File: src/sv/mmbd_pkg.sv
package mmbd_pkg;

   localparam int SAMPLE_BITS  = 16;
   localparam int TIME_BITS    = 32;
   localparam int MAXP_BITS    = 16;
   localparam int TOTAL_BITS   = MAXP_BITS - 1;
   localparam int QUEUE_DEPTH  = 4;

   localparam logic [MAXP_BITS-1:0] MIN_DECIMATE = MAXP_BITS'(4);

   typedef logic [0:0] csr_index_type;
   localparam csr_index_type CSR_SAMPLE_COUNT = 1'b0;
   localparam csr_index_type CSR_MAX_POINTS   = 1'b1;

   typedef struct packed {
      logic [TIME_BITS-1:0]          sample_time;
      logic signed [SAMPLE_BITS-1:0] sample_value;
   } req_type;

   typedef struct packed {
      logic [TIME_BITS-1:0]          out_time;
      logic signed [SAMPLE_BITS-1:0] out_value;
      logic                          last_in_run;
   } rsp_type;

   typedef struct packed {
      logic [TIME_BITS-1:0]          pt_time;
      logic signed [SAMPLE_BITS-1:0] pt_value;
   } point_type;

   // one queue entry: the points one input item causes
   typedef struct packed {
      point_type first_pt;
      point_type second_pt;
      logic      two_pts;
   } entry_type;

endpackage

File: src/sv/min_max_bucket_decimator_top.sv
// channel | direction | handshake            | beat
// req_    | in        | req_valid/req_stall  | req_data: sample_time, sample_value
// rsp_    | out       | rsp_valid/rsp_stall  | rsp_data: out_time, out_value, last_in_run
// csr_    | in        | csr_we               | csr_index, csr_wdata
//
// One sample per cycle is accepted while req_stall is low; a queued result passes
// through the output register to rsp_, and a closing bucket yields up to two beats.
// The front is limited by the four-entry queue to the output register.
// After any csr_ write, the bucket width divider reruns; a sample that would
// start a data set is stalled until it finishes.
// Synchronous reset clears counters, queue and output valid; the registers
// reset to zero, so samples are dropped until sample_count is written.
module min_max_bucket_decimator_top #(
   parameter int COUNT_BITS = 20
) (
   input  logic                    clock,
   input  logic                    reset,
   input  logic                    req_valid,
   output logic                    req_stall,
   input  mmbd_pkg::req_type       req_data,
   output logic                    rsp_valid,
   input  logic                    rsp_stall,
   output mmbd_pkg::rsp_type       rsp_data,
   input  logic                    csr_we,
   input  mmbd_pkg::csr_index_type csr_index,
   input  logic [((COUNT_BITS > mmbd_pkg::MAXP_BITS) ? COUNT_BITS
                  : mmbd_pkg::MAXP_BITS)-1:0] csr_wdata
);
   import mmbd_pkg::*;

   localparam int WDATA_BITS = (COUNT_BITS > MAXP_BITS) ? COUNT_BITS : MAXP_BITS;

   logic [COUNT_BITS-1:0] pend_count, pend_width;
   logic [TOTAL_BITS-1:0] pend_total;
   logic                  cfg_busy;
   logic                  q_push, q_pop, q_full, q_empty;
   entry_type             q_data, q_head;

   mmbd_cfg #(.COUNT_BITS(COUNT_BITS), .WDATA_BITS(WDATA_BITS)) u_cfg (
      .clock, .reset, .csr_we, .csr_index, .csr_wdata,
      .pend_count, .pend_width, .pend_total, .cfg_busy
   );

   mmbd_front #(.COUNT_BITS(COUNT_BITS)) u_front (
      .clock, .reset, .req_valid, .req_stall, .req_data,
      .pend_count, .pend_width, .pend_total, .cfg_busy,
      .q_full, .q_push, .q_data
   );

   mmbd_queue u_queue (
      .clock, .reset, .q_push, .q_data, .q_pop, .q_head, .q_full, .q_empty
   );

   mmbd_back u_back (
      .clock, .reset, .q_empty, .q_head, .q_pop, .rsp_valid, .rsp_stall, .rsp_data
   );

   a_no_overflow: assert property (@(posedge clock) disable iff (reset)
      !(q_push && q_full))
      else $error("push into a full queue");

   a_no_underflow: assert property (@(posedge clock) disable iff (reset)
      !(q_pop && q_empty))
      else $error("pop from an empty queue");

   a_cfg_holds_start: assert property (@(posedge clock) disable iff (reset)
      csr_we |=> cfg_busy)
      else $error("divider not busy after a register write");

   a_pair_follows: assert property (@(posedge clock) disable iff (reset)
      (rsp_valid && !rsp_stall && !rsp_data.last_in_run) |=> rsp_valid)
      else $error("second point of a bucket did not follow");

endmodule

File: src/sv/mmbd_cfg.sv
module mmbd_cfg #(
   parameter int COUNT_BITS = 20,
   parameter int WDATA_BITS = 20
) (
   input  logic                              clock,
   input  logic                              reset,
   input  logic                              csr_we,
   input  mmbd_pkg::csr_index_type           csr_index,
   input  logic [WDATA_BITS-1:0]             csr_wdata,
   output logic [COUNT_BITS-1:0]             pend_count,
   output logic [COUNT_BITS-1:0]             pend_width,
   output logic [mmbd_pkg::TOTAL_BITS-1:0]   pend_total,
   output logic                              cfg_busy
);
   import mmbd_pkg::*;

   localparam int STEP_BITS = $clog2(COUNT_BITS + 1);
   localparam int CMP_BITS  = (COUNT_BITS > MAXP_BITS) ? COUNT_BITS : MAXP_BITS;

   logic [COUNT_BITS-1:0] count_ff;
   logic [MAXP_BITS-1:0]  maxp_ff;
   logic                  load_ff;
   logic                  busy_ff, busy_in;
   logic [STEP_BITS-1:0]  steps_ff, steps_in;
   logic [TOTAL_BITS-1:0] rem_ff, rem_in;
   logic [COUNT_BITS-1:0] quo_ff, quo_in;

   logic [TOTAL_BITS:0]   trial;
   logic [TOTAL_BITS:0]   divisor;
   logic [TOTAL_BITS:0]   diff;
   logic                  fits;
   logic                  decimate;

   assign divisor = {1'b0, maxp_ff[MAXP_BITS-1:1]};
   assign trial   = {rem_ff, quo_ff[COUNT_BITS-1]};
   assign diff    = trial - divisor;
   assign fits    = trial >= divisor;

   // restoring divide, one quotient bit per cycle
   always_comb begin
      busy_in  = busy_ff;
      steps_in = steps_ff;
      rem_in   = rem_ff;
      quo_in   = quo_ff;
      if (load_ff) begin
         busy_in  = 1'b1;
         steps_in = STEP_BITS'(COUNT_BITS);
         rem_in   = '0;
         quo_in   = count_ff;
      end else if (busy_ff) begin
         steps_in = steps_ff - 1'b1;
         busy_in  = steps_ff != STEP_BITS'(1);
         rem_in   = fits ? diff[TOTAL_BITS-1:0] : trial[TOTAL_BITS-1:0];
         quo_in   = {quo_ff[COUNT_BITS-2:0], fits};
      end
   end

   always_ff @(posedge clock) begin
      if (reset) begin
         count_ff <= '0;
         maxp_ff  <= '0;
         load_ff  <= 1'b0;
         busy_ff  <= 1'b0;
         steps_ff <= '0;
      end else begin
         load_ff  <= csr_we;
         busy_ff  <= busy_in;
         steps_ff <= steps_in;
         if (csr_we) begin
            unique case (csr_index)
               CSR_SAMPLE_COUNT: count_ff <= csr_wdata[COUNT_BITS-1:0];
               CSR_MAX_POINTS:   maxp_ff  <= csr_wdata[MAXP_BITS-1:0];
               default: ;
            endcase
         end
      end
   end

   always_ff @(posedge clock) begin
      rem_ff <= rem_in;
      quo_ff <= quo_in;
   end

   assign decimate = (CMP_BITS'(count_ff) > CMP_BITS'(maxp_ff)) && (maxp_ff >= MIN_DECIMATE);

   assign pend_count = count_ff;
   assign pend_total = maxp_ff[MAXP_BITS-1:1];
   assign pend_width = decimate ? quo_ff : '0;
   assign cfg_busy   = busy_ff || load_ff;

endmodule

File: src/sv/mmbd_front.sv
module mmbd_front #(
   parameter int COUNT_BITS = 20
) (
   input  logic                             clock,
   input  logic                             reset,
   input  logic                             req_valid,
   output logic                             req_stall,
   input  mmbd_pkg::req_type                req_data,
   input  logic [COUNT_BITS-1:0]            pend_count,
   input  logic [COUNT_BITS-1:0]            pend_width,
   input  logic [mmbd_pkg::TOTAL_BITS-1:0]  pend_total,
   input  logic                             cfg_busy,
   input  logic                             q_full,
   output logic                             q_push,
   output mmbd_pkg::entry_type              q_data
);
   import mmbd_pkg::*;

   logic [COUNT_BITS-1:0]  idx_ff, idx_in;
   logic [COUNT_BITS-1:0]  set_count_ff, set_count_in;
   logic [COUNT_BITS-1:0]  width_ff, width_in;
   logic [TOTAL_BITS-1:0]  total_ff, total_in;
   logic [TOTAL_BITS-1:0]  bnum_ff, bnum_in;
   logic [COUNT_BITS-1:0]  fill_ff, fill_in;

   logic signed [SAMPLE_BITS-1:0] lo_v_ff, lo_v_in, hi_v_ff, hi_v_in;
   logic [TIME_BITS-1:0]          lo_t_ff, lo_t_in, hi_t_ff, hi_t_in;
   logic [COUNT_BITS-1:0]         lo_p_ff, lo_p_in, hi_p_ff, hi_p_in;

   logic                  start, accept, drop, set_end, close, first;
   logic [COUNT_BITS-1:0] eff_count, eff_width, eff_fill, fill_next;
   logic [TOTAL_BITS-1:0] eff_total, eff_bnum;
   point_type             cur_pt, lo_pt, hi_pt;

   assign start     = idx_ff == '0;
   assign req_stall = q_full || (cfg_busy && start);
   assign accept    = req_valid && !req_stall;
   assign drop      = start && (pend_count == '0);

   assign eff_count = start ? pend_count : set_count_ff;
   assign eff_width = start ? pend_width : width_ff;
   assign eff_total = start ? pend_total : total_ff;
   assign eff_fill  = start ? '0 : fill_ff;
   assign eff_bnum  = start ? '0 : bnum_ff;

   assign set_end   = ({1'b0, idx_ff} + 1'b1) >= {1'b0, eff_count};
   assign first     = eff_fill == '0;
   assign fill_next = eff_fill + 1'b1;

   assign cur_pt = '{pt_time: req_data.sample_time, pt_value: req_data.sample_value};
   assign lo_pt  = '{pt_time: lo_t_in, pt_value: lo_v_in};
   assign hi_pt  = '{pt_time: hi_t_in, pt_value: hi_v_in};

   always_comb begin
      lo_v_in = lo_v_ff;
      lo_t_in = lo_t_ff;
      lo_p_in = lo_p_ff;
      hi_v_in = hi_v_ff;
      hi_t_in = hi_t_ff;
      hi_p_in = hi_p_ff;
      // strict compare: the first extreme in a bucket wins ties
      if (first || (req_data.sample_value < lo_v_ff)) begin
         lo_v_in = req_data.sample_value;
         lo_t_in = req_data.sample_time;
         lo_p_in = idx_ff;
      end
      if (first || (req_data.sample_value > hi_v_ff)) begin
         hi_v_in = req_data.sample_value;
         hi_t_in = req_data.sample_time;
         hi_p_in = idx_ff;
      end
   end

   always_comb begin
      if (({1'b0, eff_bnum} + 1'b1) < {1'b0, eff_total})
         close = fill_next >= eff_width;
      else
         close = set_end;
   end

   always_comb begin
      set_count_in = eff_count;
      width_in     = eff_width;
      total_in     = eff_total;
      bnum_in      = eff_bnum;
      fill_in      = eff_fill;
      idx_in       = set_end ? '0 : idx_ff + 1'b1;
      q_push       = 1'b0;
      q_data       = '{first_pt: cur_pt, second_pt: cur_pt, two_pts: 1'b0};
      if (eff_width == '0) begin
         q_push = 1'b1;
      end else begin
         fill_in = fill_next;
         if (close) begin
            q_push  = 1'b1;
            bnum_in = eff_bnum + 1'b1;
            fill_in = '0;
            if (lo_p_in <= hi_p_in) begin
               q_data = '{first_pt: lo_pt, second_pt: hi_pt, two_pts: lo_p_in != hi_p_in};
            end else begin
               q_data = '{first_pt: hi_pt, second_pt: lo_pt, two_pts: 1'b1};
            end
         end
      end
      if (set_end) begin
         bnum_in = '0;
         fill_in = '0;
      end
      if (drop || !accept) begin
         q_push = 1'b0;
      end
   end

   always_ff @(posedge clock) begin
      if (reset) begin
         idx_ff       <= '0;
         bnum_ff      <= '0;
         fill_ff      <= '0;
         width_ff     <= '0;
         set_count_ff <= '0;
         total_ff     <= '0;
      end else if (accept && !drop) begin
         idx_ff       <= idx_in;
         bnum_ff      <= bnum_in;
         fill_ff      <= fill_in;
         width_ff     <= width_in;
         set_count_ff <= set_count_in;
         total_ff     <= total_in;
      end
   end

   always_ff @(posedge clock) begin
      if (accept && !drop && (eff_width != '0)) begin
         lo_v_ff <= lo_v_in;
         lo_t_ff <= lo_t_in;
         lo_p_ff <= lo_p_in;
         hi_v_ff <= hi_v_in;
         hi_t_ff <= hi_t_in;
         hi_p_ff <= hi_p_in;
      end
   end

endmodule

File: src/sv/mmbd_queue.sv
module mmbd_queue (
   input  logic                clock,
   input  logic                reset,
   input  logic                q_push,
   input  mmbd_pkg::entry_type q_data,
   input  logic                q_pop,
   output mmbd_pkg::entry_type q_head,
   output logic                q_full,
   output logic                q_empty
);
   import mmbd_pkg::*;

   localparam int PTR_BITS = $clog2(QUEUE_DEPTH);
   localparam int CNT_BITS = $clog2(QUEUE_DEPTH + 1);

   entry_type             mem_ff [QUEUE_DEPTH];
   logic [PTR_BITS-1:0]   wr_ptr_ff, rd_ptr_ff;
   logic [CNT_BITS-1:0]   count_ff, count_in;

   assign q_full  = count_ff == CNT_BITS'(QUEUE_DEPTH);
   assign q_empty = count_ff == '0;
   assign q_head  = mem_ff[rd_ptr_ff];

   always_comb begin
      count_in = count_ff;
      if (q_push && !q_pop)
         count_in = count_ff + 1'b1;
      else if (q_pop && !q_push)
         count_in = count_ff - 1'b1;
   end

   always_ff @(posedge clock) begin
      if (reset) begin
         wr_ptr_ff <= '0;
         rd_ptr_ff <= '0;
         count_ff  <= '0;
      end else begin
         count_ff <= count_in;
         if (q_push) wr_ptr_ff <= wr_ptr_ff + 1'b1;
         if (q_pop)  rd_ptr_ff <= rd_ptr_ff + 1'b1;
      end
   end

   always_ff @(posedge clock) begin
      if (q_push) mem_ff[wr_ptr_ff] <= q_data;
   end

endmodule

File: src/sv/mmbd_back.sv
module mmbd_back (
   input  logic                clock,
   input  logic                reset,
   input  logic                q_empty,
   input  mmbd_pkg::entry_type q_head,
   output logic                q_pop,
   output logic                rsp_valid,
   input  logic                rsp_stall,
   output mmbd_pkg::rsp_type   rsp_data
);
   import mmbd_pkg::*;

   logic    valid_ff, valid_in;
   logic    half_ff, half_in;
   rsp_type data_ff, data_in;
   logic    out_free;

   assign out_free = !valid_ff || !rsp_stall;

   always_comb begin
      valid_in = valid_ff;
      half_in  = half_ff;
      data_in  = data_ff;
      q_pop    = 1'b0;
      if (out_free) begin
         valid_in = !q_empty;
         if (!q_empty) begin
            if (!half_ff) begin
               data_in = '{out_time: q_head.first_pt.pt_time,
                           out_value: q_head.first_pt.pt_value,
                           last_in_run: !q_head.two_pts};
               half_in = q_head.two_pts;
               q_pop   = !q_head.two_pts;
            end else begin
               // second point of the entry, then release it
               data_in = '{out_time: q_head.second_pt.pt_time,
                           out_value: q_head.second_pt.pt_value,
                           last_in_run: 1'b1};
               half_in = 1'b0;
               q_pop   = 1'b1;
            end
         end
      end
   end

   always_ff @(posedge clock) begin
      if (reset) begin
         valid_ff <= 1'b0;
         half_ff  <= 1'b0;
      end else begin
         valid_ff <= valid_in;
         half_ff  <= half_in;
      end
   end

   always_ff @(posedge clock) begin
      data_ff <= data_in;
   end

   assign rsp_valid = valid_ff;
   assign rsp_data  = data_ff;

endmodule
File: config.mk
export PLATFORM = sky130hd
export DESIGN_NAME = min_max_bucket_decimator_top
export DESIGN_NICKNAME = d
export VERILOG_FILES = /design/src/sv/mmbd_pkg.sv /design/src/sv/min_max_bucket_decimator_top.sv /design/src/sv/mmbd_cfg.sv /design/src/sv/mmbd_front.sv /design/src/sv/mmbd_queue.sv /design/src/sv/mmbd_back.sv
export SDC_FILE = /design/constraint.sdc
export NUM_CORES = 1
export LEC_CHECK = 0
export BUFFER_PORTS_ARGS = -buffer_cell sky130_fd_sc_hd__buf_2
export CAP_MARGIN = 10
export CORE_MARGIN = 2
export CORE_UTILIZATION = 68
export CTS_BUF_LIST = sky130_fd_sc_hd__clkbuf_4 sky130_fd_sc_hd__clkbuf_8
export DETAILED_ROUTE_END_ITERATION = 8
export PLACE_DENSITY = 0.83
export SLEW_MARGIN = 20
export SYNTH_ARGS = -nofsm -noshare
export SYNTH_HDL_FRONTEND = slang
export SYNTH_SLANG_ARGS = --single-unit
export TNS_END_PERCENT = 1
File: constraint.sdc
create_clock -name clock -period 25.7 [get_ports clock]
set_input_delay 3.855 -clock clock [delete_from_list [all_inputs] [get_ports clock]]
set_output_delay 3.855 -clock clock [all_outputs]
set_load 0.01 [all_outputs]
==> reports/results.txt, run 1 <==
Synth Register Bits - 772
fmax - 91.0 MHz
static leakage - 14.8 nW
Detail Placement HPWL - 53.7 mm
Slowest-stage cell, CP - buf_4
CP cell instances - buf_2 -> ha_1 -> a21o_1 -> a21o_1 -> a221o_1 -> o2bb2ai_1 -> o21ba_1 -> o31ai_4 -> buf_4 -> mux2i_1 -> ha_1 -> and4_1 -> nand3_1 -> or4_1 -> a21oi_1 -> a2111oi_0 -> a21oi_1 -> nand2b_2 -> buf_4 -> a21boi_4 -> buf_4 -> a2bb2oi_1
multi-input logic area - 0.0144 mm2
synth warn - 0
fraction of final layout cells sized beyond drive strength 1 - 0.233
register area share after synthesis - 0.582
clk_lat worst skew - 0.76 ns
via count - 24,700
Cells after Synth - 2,786
setup TNS - 0 ns
Hold WS - 0.473 ns
Overflow after GRT - 0
initial antenna violation count - 6
WL/cell - 24.0 um
GPL Wtd Cong - 0.888
fin. max-slew vios - 0
effective utilization at floorplan - 0.686
Flop pwr share - 0.452
Psw - 1.15 mW
Syn Nets - 3,010
Post-Syn Area per Cell - 13.2 um2
Placed Instance Area - 0.0378 mm2
commonest cells after routing, fill and taps aside - 593 x edfxtp_1, 204 x nand2_1, 176 x dfxtp_1
Iteration-0 DRC Markers - 2,671
vias in the first global route - 25,200
Period minus WS final - 10.98 ns
Tot Pwr - 3.69 mW
Max H-tree Level - 3
DR vias/cell - 6.70
final instance area - 0.0403 mm2
Post-CTS Setup Repair Bufs - 0
post-layout util - 0.753
Power per Cell Area - 91.4 mW/mm2
period utilisation layout - 0.427
Reg2Reg Depth - 24
Worst Setup Start Kind - input port
CTS buffer count - 118
outcome - finished, final reports clean
FILL cells - 3,210
worst hold path type - register to register
commonest non-fill, non-tap cell in the layout - edfxtp_1
Die Wd - 237 um
final hold violation count - 0
worst-margin pin slew - 1.01 ns
max_cap viols - 0
Comb pwr share - 0.257
max_slew headroom - 0.327
setup ws final - 14.72 ns
total core area - 0.0536 mm2
Antenna Nets Post-Route - 0
fin nets - 3,101
Die ar. - 0.0559 mm2
Reg area - 0.0214 mm2
Worst Path Class, Setup - input port to register
Post-Syn Area - 0.0368 mm2
Max VDD drop - 0.0752 mV
Post-synth ARST share - 0
Final Setup Violations - 0
Post-Layout Cell Count - 3,679
Worst-path clk slew - 0.06 ns
number of synthesized flops with an enable pin - 593
# rows - 85
synth-to-layout area growth - 9.73%
Arrival @ worst endpoint - 11.46 ns
Worst EP required - 26.18 ns
hold path depth - 2
clk_skew - 0.0538 ns
RSZ-0062 raised after global routing - false
maximum number of pins on one net before global-route repair - 87
final WL - 88.4 mm
pre-CTS setup slack - 14.04 ns
switching share of power - 0.311
Int Pwr - 2.54 mW
DRC errors left - 0
I/O pin count - 125
Crit path top cell by count - buf_4
Total GRT Usage - 0.317
# port buffers - 124
Die Span Y - 237 um
Clk pwr share - 0.291
Post-CTS Hold Fix Bufs - 0
CTS tree - built
Top FF cell, synth - edfxtp_1
first drt pass iteration count - 9
Worst setup EP type - register
CTS root buffer - clkbuf_8
Max clock buf depth - 3
global-route wire length before repair - 138 mm
Critical Path Fanout Max - 66
# placed instances - 3,453
Clock Sinks - 772
Distinct cells, synth - 79
post_cts resized - 0
slowest stage delay, CP - 0.89 ns
-- state kept, by name (all words and copies together) (netlist names), 32 cells and up, named ones only --
name	flops
u_queue.mem_ff	388
u_back.rsp_data	49
u_front.hi_t_ff	32
u_front.lo_t_ff	32
-- power by group through the flow --
stage / clock network [mW] / logic [mW] / registers (mW)
final: 1.07 / 0.948 / 1.67
after CTS: 1.08 / 0.945 / 1.66
after global routing: 1.14 / 1.03 / 1.68
after global placement: 0 / 0.909 / 1.67
after detailed placement: 0 / 0.933 / 1.69
after floorplan: 0 / 0.666 / 1.68
-- cell usage after synthesis (11+ instances only) --
cell         n  area share
edfxtp_1   593        0.48
xnor2_1     32      0.0076
a22o_1      11      0.0026
nand3_1     70      0.0095
nor2b_1     16      0.0027
nor4_1      32      0.0054
inv_1       85      0.0087
a21oi_1    155       0.021
a2bb2oi_1   56       0.013
or3_1       16      0.0027
nand3b_1    11      0.0022
nor3_1      21      0.0029
nand4_1     23      0.0039
nand2_1    204       0.021
buf_1       23      0.0023
mux4_2      97       0.059
a211oi_1    53       0.011
mux2i_1     62       0.017
o21ai_0     80       0.011
a2bb2oi_2   40       0.016
o22ai_1     96       0.016
nand2b_1    13      0.0022
a22oi_1     15      0.0031
mux2_2     154       0.047
buf_2       39      0.0053
a21o_1      22      0.0045
xor2_1      29      0.0069
ha_1       148       0.050
and3_1      40      0.0068
and2_1      15      0.0026
dfxtp_1    179       0.097
clkbuf_1   112       0.011
nor2_1     129       0.013
-- worst max-delay path, delay by kind of cell --
| kind | cells | cell delay (ns) |
|---|---|---|
| multiplexers | 1 | 0.25 |
| buffers and inverters | 4 | 2.05 |
| AND/OR/NAND/NOR | 4 | 0.99 |
| adder cells (fa/ha/maj) | 2 | 0.67 |
| AO/OA/AOI/OAI | 11 | 3.51 |
-- final cells by class --
cell class                 count  share of cell area
clock inverter                42             0.00909
tap                          696              0.0216
sequential                   772               0.530
clock buffer                 179              0.0535
timing repair buffer         154              0.0211
inverter                      85             0.00791
antenna                        5            0.000310
multi-input combinational   1746               0.356
-- cell families (layout without fill, tap and decap cells) --
logic type | count (synthesis) | count (layout) | synth area share
compound gates | 597 | 597 | 0.115
xor+xnor | 61 | 61 | 0.0145
fa+ha+maj | 150 | 150 | 0.0515
buf+inv | 268 | 460 | 0.0303
flops | 772 | 772 | 0.582
mux | 313 | 313 | 0.123
other cells | 0 | 5 | 0
simple gates | 625 | 625 | 0.0831
-- final timing paths --
path / start / end / slack, ns
min: u_cfg.pend_count[0] / u_cfg.pend_count[0] / 0.47
max reg2reg: u_front.idx_ff[0] / u_queue.mem_ff[3][59] / 17.24
min reg2reg: u_cfg.pend_count[0] / u_cfg.pend_count[0] / 0.47
max: req_data[3] / u_queue.mem_ff[3][59] / 14.72
-- layer usage --
metal,wire [um],GRT usage,vias to the layer above
li1,-,-,11000
met1,33100,0.399,12200
met2,45500,0.552,1333
met3,7240,0.0534,193
met4,2540,0.122,2
met5,13,0,-
Power figures use the tool's default switching activity.
==> inputs of run 2 (changes only) <==
--- a/config.mk
+++ b/config.mk
@@ -5,13 +5,14 @@
 export SDC_FILE = /design/constraint.sdc
 export NUM_CORES = 1
 export LEC_CHECK = 0
+export ABC_AREA = 1
 export BUFFER_PORTS_ARGS = -buffer_cell sky130_fd_sc_hd__buf_2
 export CAP_MARGIN = 10
 export CORE_MARGIN = 2
-export CORE_UTILIZATION = 68
+export CORE_UTILIZATION = 65
 export CTS_BUF_LIST = sky130_fd_sc_hd__clkbuf_4 sky130_fd_sc_hd__clkbuf_8
 export DETAILED_ROUTE_END_ITERATION = 8
-export PLACE_DENSITY = 0.83
+export PLACE_DENSITY = 0.8
 export SLEW_MARGIN = 20
 export SYNTH_ARGS = -nofsm -noshare
 export SYNTH_HDL_FRONTEND = slang
==> constraint.sdc (replaced) <==
create_clock -name clock -period 10.5 [get_ports clock]
set_input_delay 1.575 -clock clock [delete_from_list [all_inputs] [get_ports clock]]
set_output_delay 1.575 -clock clock [all_outputs]
set_load 0.01 [all_outputs]
==> reports/results.txt, run 2 <==
worst-margin pin slew - 1.10 ns
Iteration-0 DRC Markers - 2,861
# port buffers - 124
top-count cell post-synth - nand2_1
Post-Syn Area per Cell - 9.03 um2
Arrival @ worst endpoint - 8.11 ns
number of synthesized flops with an enable pin - 593
commonest cells after routing, fill and taps aside - 784 x nand2_1, 593 x edfxtp_1, 590 x nor2_1
most flop-heavy register - u_queue.mem_ff
max_cap viols - 0
initial antenna violation count - 2
Period minus WS final - 7.63 ns
static leakage - 17.0 nW
Synth Register Bits - 772
vias in the first global route - 28,800
Cells after Synth - 4,230
Worst Setup Start Kind - register
clk_lat worst skew - 0.76 ns
period utilisation layout - 0.727
Post-Syn Area - 0.0382 mm2
global-route wire length before repair - 145 mm
CTS tree - built
GPL Wtd Cong - 0.910
setup ws final - 2.87 ns
fmax - 131 MHz
Overflow after GRT - 0
Die Wd - 246 um
Final Setup Violations - 0
largest area contributor in the netlist - edfxtp_1
post-synth top area share - 0.466
largest family of logic cells by synthesized area - simple AND/OR/NAND/NOR gates
synth warn - 0
Antenna Nets Post-Route - 0
Die Span Y - 246 um
max FFs per register - 388
Distinct cells, synth - 45
Simple-Gate Fraction of Synth Area - 0.180
synth-to-layout area growth - 8.74%
Critical Path Fanout Max - 126
max_slew headroom - 0.266
Max VDD drop - 0.485 mV
post_cts resized - 0
fraction of final layout cells sized beyond drive strength 1 - 0.0894
Total GRT Usage - 0.299
commonest non-fill, non-tap cell in the layout - nand2_1
first drt pass iteration count - 6
Power per Cell Area - 246 mW/mm2
Max H-tree Level - 3
Worst EP required - 10.97 ns
pre-CTS setup slack - 2.55 ns
Die ar. - 0.0607 mm2
slowest stage delay, CP - 0.86 ns
register area share after synthesis - 0.560
Worst setup EP type - register
DRC errors left - 0
Synth Area in XOR/XNOR - 0.0105
Worst Path Class, Setup - register to register
top cells by count, synth - 785 x nand2_1, 596 x nor2_1, 593 x edfxtp_1
Clock Sinks - 772
mux contribution to synthesized area - 0.00498
Post-synth ARST share - 0
Top FF cell, synth - edfxtp_1
Post-CTS Hold Fix Bufs - 0
total core area - 0.0579 mm2
CTS root buffer - clkbuf_8
CTS buffer count - 117
via count - 30,300
RSZ-0062 raised after global routing - false
# rows - 88
WL/cell - 17.7 um
outcome - finished, final reports clean
Max clock buf depth - 3
DR vias/cell - 5.88
maximum number of pins on one net before global-route repair - 127
clk_skew - 0.0700 ns
Slowest-stage cell, CP - inv_6
final WL - 91.3 mm
Placed Instance Area - 0.0391 mm2
worst hold path type - register to register
Post-CTS Setup Repair Bufs - 0
Compound-Gate Fraction of Synth Area - 0.126
Detail Placement HPWL - 54.6 mm
FILL cells - 4,256
setup TNS - 0 ns
effective utilization at floorplan - 0.660
fin. max-slew vios - 0
R2R setup slack - 2.87 ns
I/O pin count - 125
ranking of synthesized cells by area - edfxtp_1 47%, dfxtp_1 9.4%, nand2_1 7.7%, nor2_1 5.9%, o21ai_0 5.3%
fraction of the mapped netlist area in adder cells - 0.0495
Syn Nets - 4,454
final hold violation count - 0
fin nets - 4,507
Worst-path clk slew - 0.07 ns
final instance area - 0.0415 mm2
==> run 2: changes by cell type in the layout (fill, tap and decap cells not counted), sizes merged, moves of 144 or more <==
cell / delta
nand2: +586
nor2: +474
o21ai: +448
inv: +336
mux2: -154
nand3: +144
==> run 2: layout make-up <==
| type | instances | area (um2) | area share |
|---|---|---|---|
| Clock buffer | 162 | 2010 | 0.0484 |
| Multi-Input combinational cell | 2811 | 14300 | 0.344 |
| Inverter | 425 | 1610 | 0.0387 |
| Clock inverter | 59 | 359 | 0.00865 |
| Antenna cell | 2 | 5.00 | 0.000121 |
| Sequential cell | 772 | 21400 | 0.515 |
| Timing Repair Buffer | 156 | 908 | 0.0219 |
| Tap cell | 765 | 957 | 0.0230 |
==> run 2: worst max-delay path, delay by kind of cell (launching register included) <==
family          cells  cell delay, ns
xor+xnor            1            0.24
buf+inv             8            2.03
flops               1            0.39
fa+ha+maj           3            0.87
compound gates      1            0.21
simple gates       17            3.56
==> run 2: cells by family after synthesis <==
| family | Yosys count |
|---|---|
| AO/OA/AOI/OAI | 900 |
| XOR/XNOR | 46 |
| adder cells (fa/ha/maj) | 150 |
| buffers and inverters | 647 |
| flip-flops | 772 |
| multiplexers | 19 |
| AND/OR/NAND/NOR | 1696 |
==> run 2: metal layers <==
layer	global-route usage	vias up	share of wire
li1	-	14500	-
met1	0.405	14400	0.42
met5	0	-	0.00012
met4	0.105	2	0.023
met2	0.492	1228	0.47
met3	0.0488	162	0.084
==> run 2: stage by stage <==
| step | util | instances | total power [mW] | hold WS [ns] |
|---|---|---|---|---|
| floorplan | - | 4230 | 6.68 | 0.430 |
| global placement | 0.676 | 4928 | 7.63 | 0.448 |
| detailed placement | 0.676 | 4928 | 7.73 | 0.454 |
| CTS | 0.717 | 5149 | 10.2 | 0.463 |
| global route | 0.717 | 5151 | 10.8 | 0.482 |
| finish | 0.717 | 5152 | 10.2 | 0.462 |
==> run 2: power breakdown <==
group	switching (mW)	total (mW)	internal, mW	leakage [nW]
sequential	0.189	4.02	3.83	6.92
clock	1.18	2.47	1.30	1.26
combinational	2.71	3.73	1.01	8.85
==> run 2: path summary, 6_finish.rpt <==
path                                     startpoint                    end  depth (start not counted)
worst max register to register    u_front.idx_ff[0]  u_queue.mem_ff[2][94]                         30
worst min-delay path            u_front.width_ff[8]    u_front.width_ff[8]                          2
worst max-delay path              u_front.idx_ff[0]  u_queue.mem_ff[2][94]                         30
worst min register to register  u_front.width_ff[8]    u_front.width_ff[8]                          2
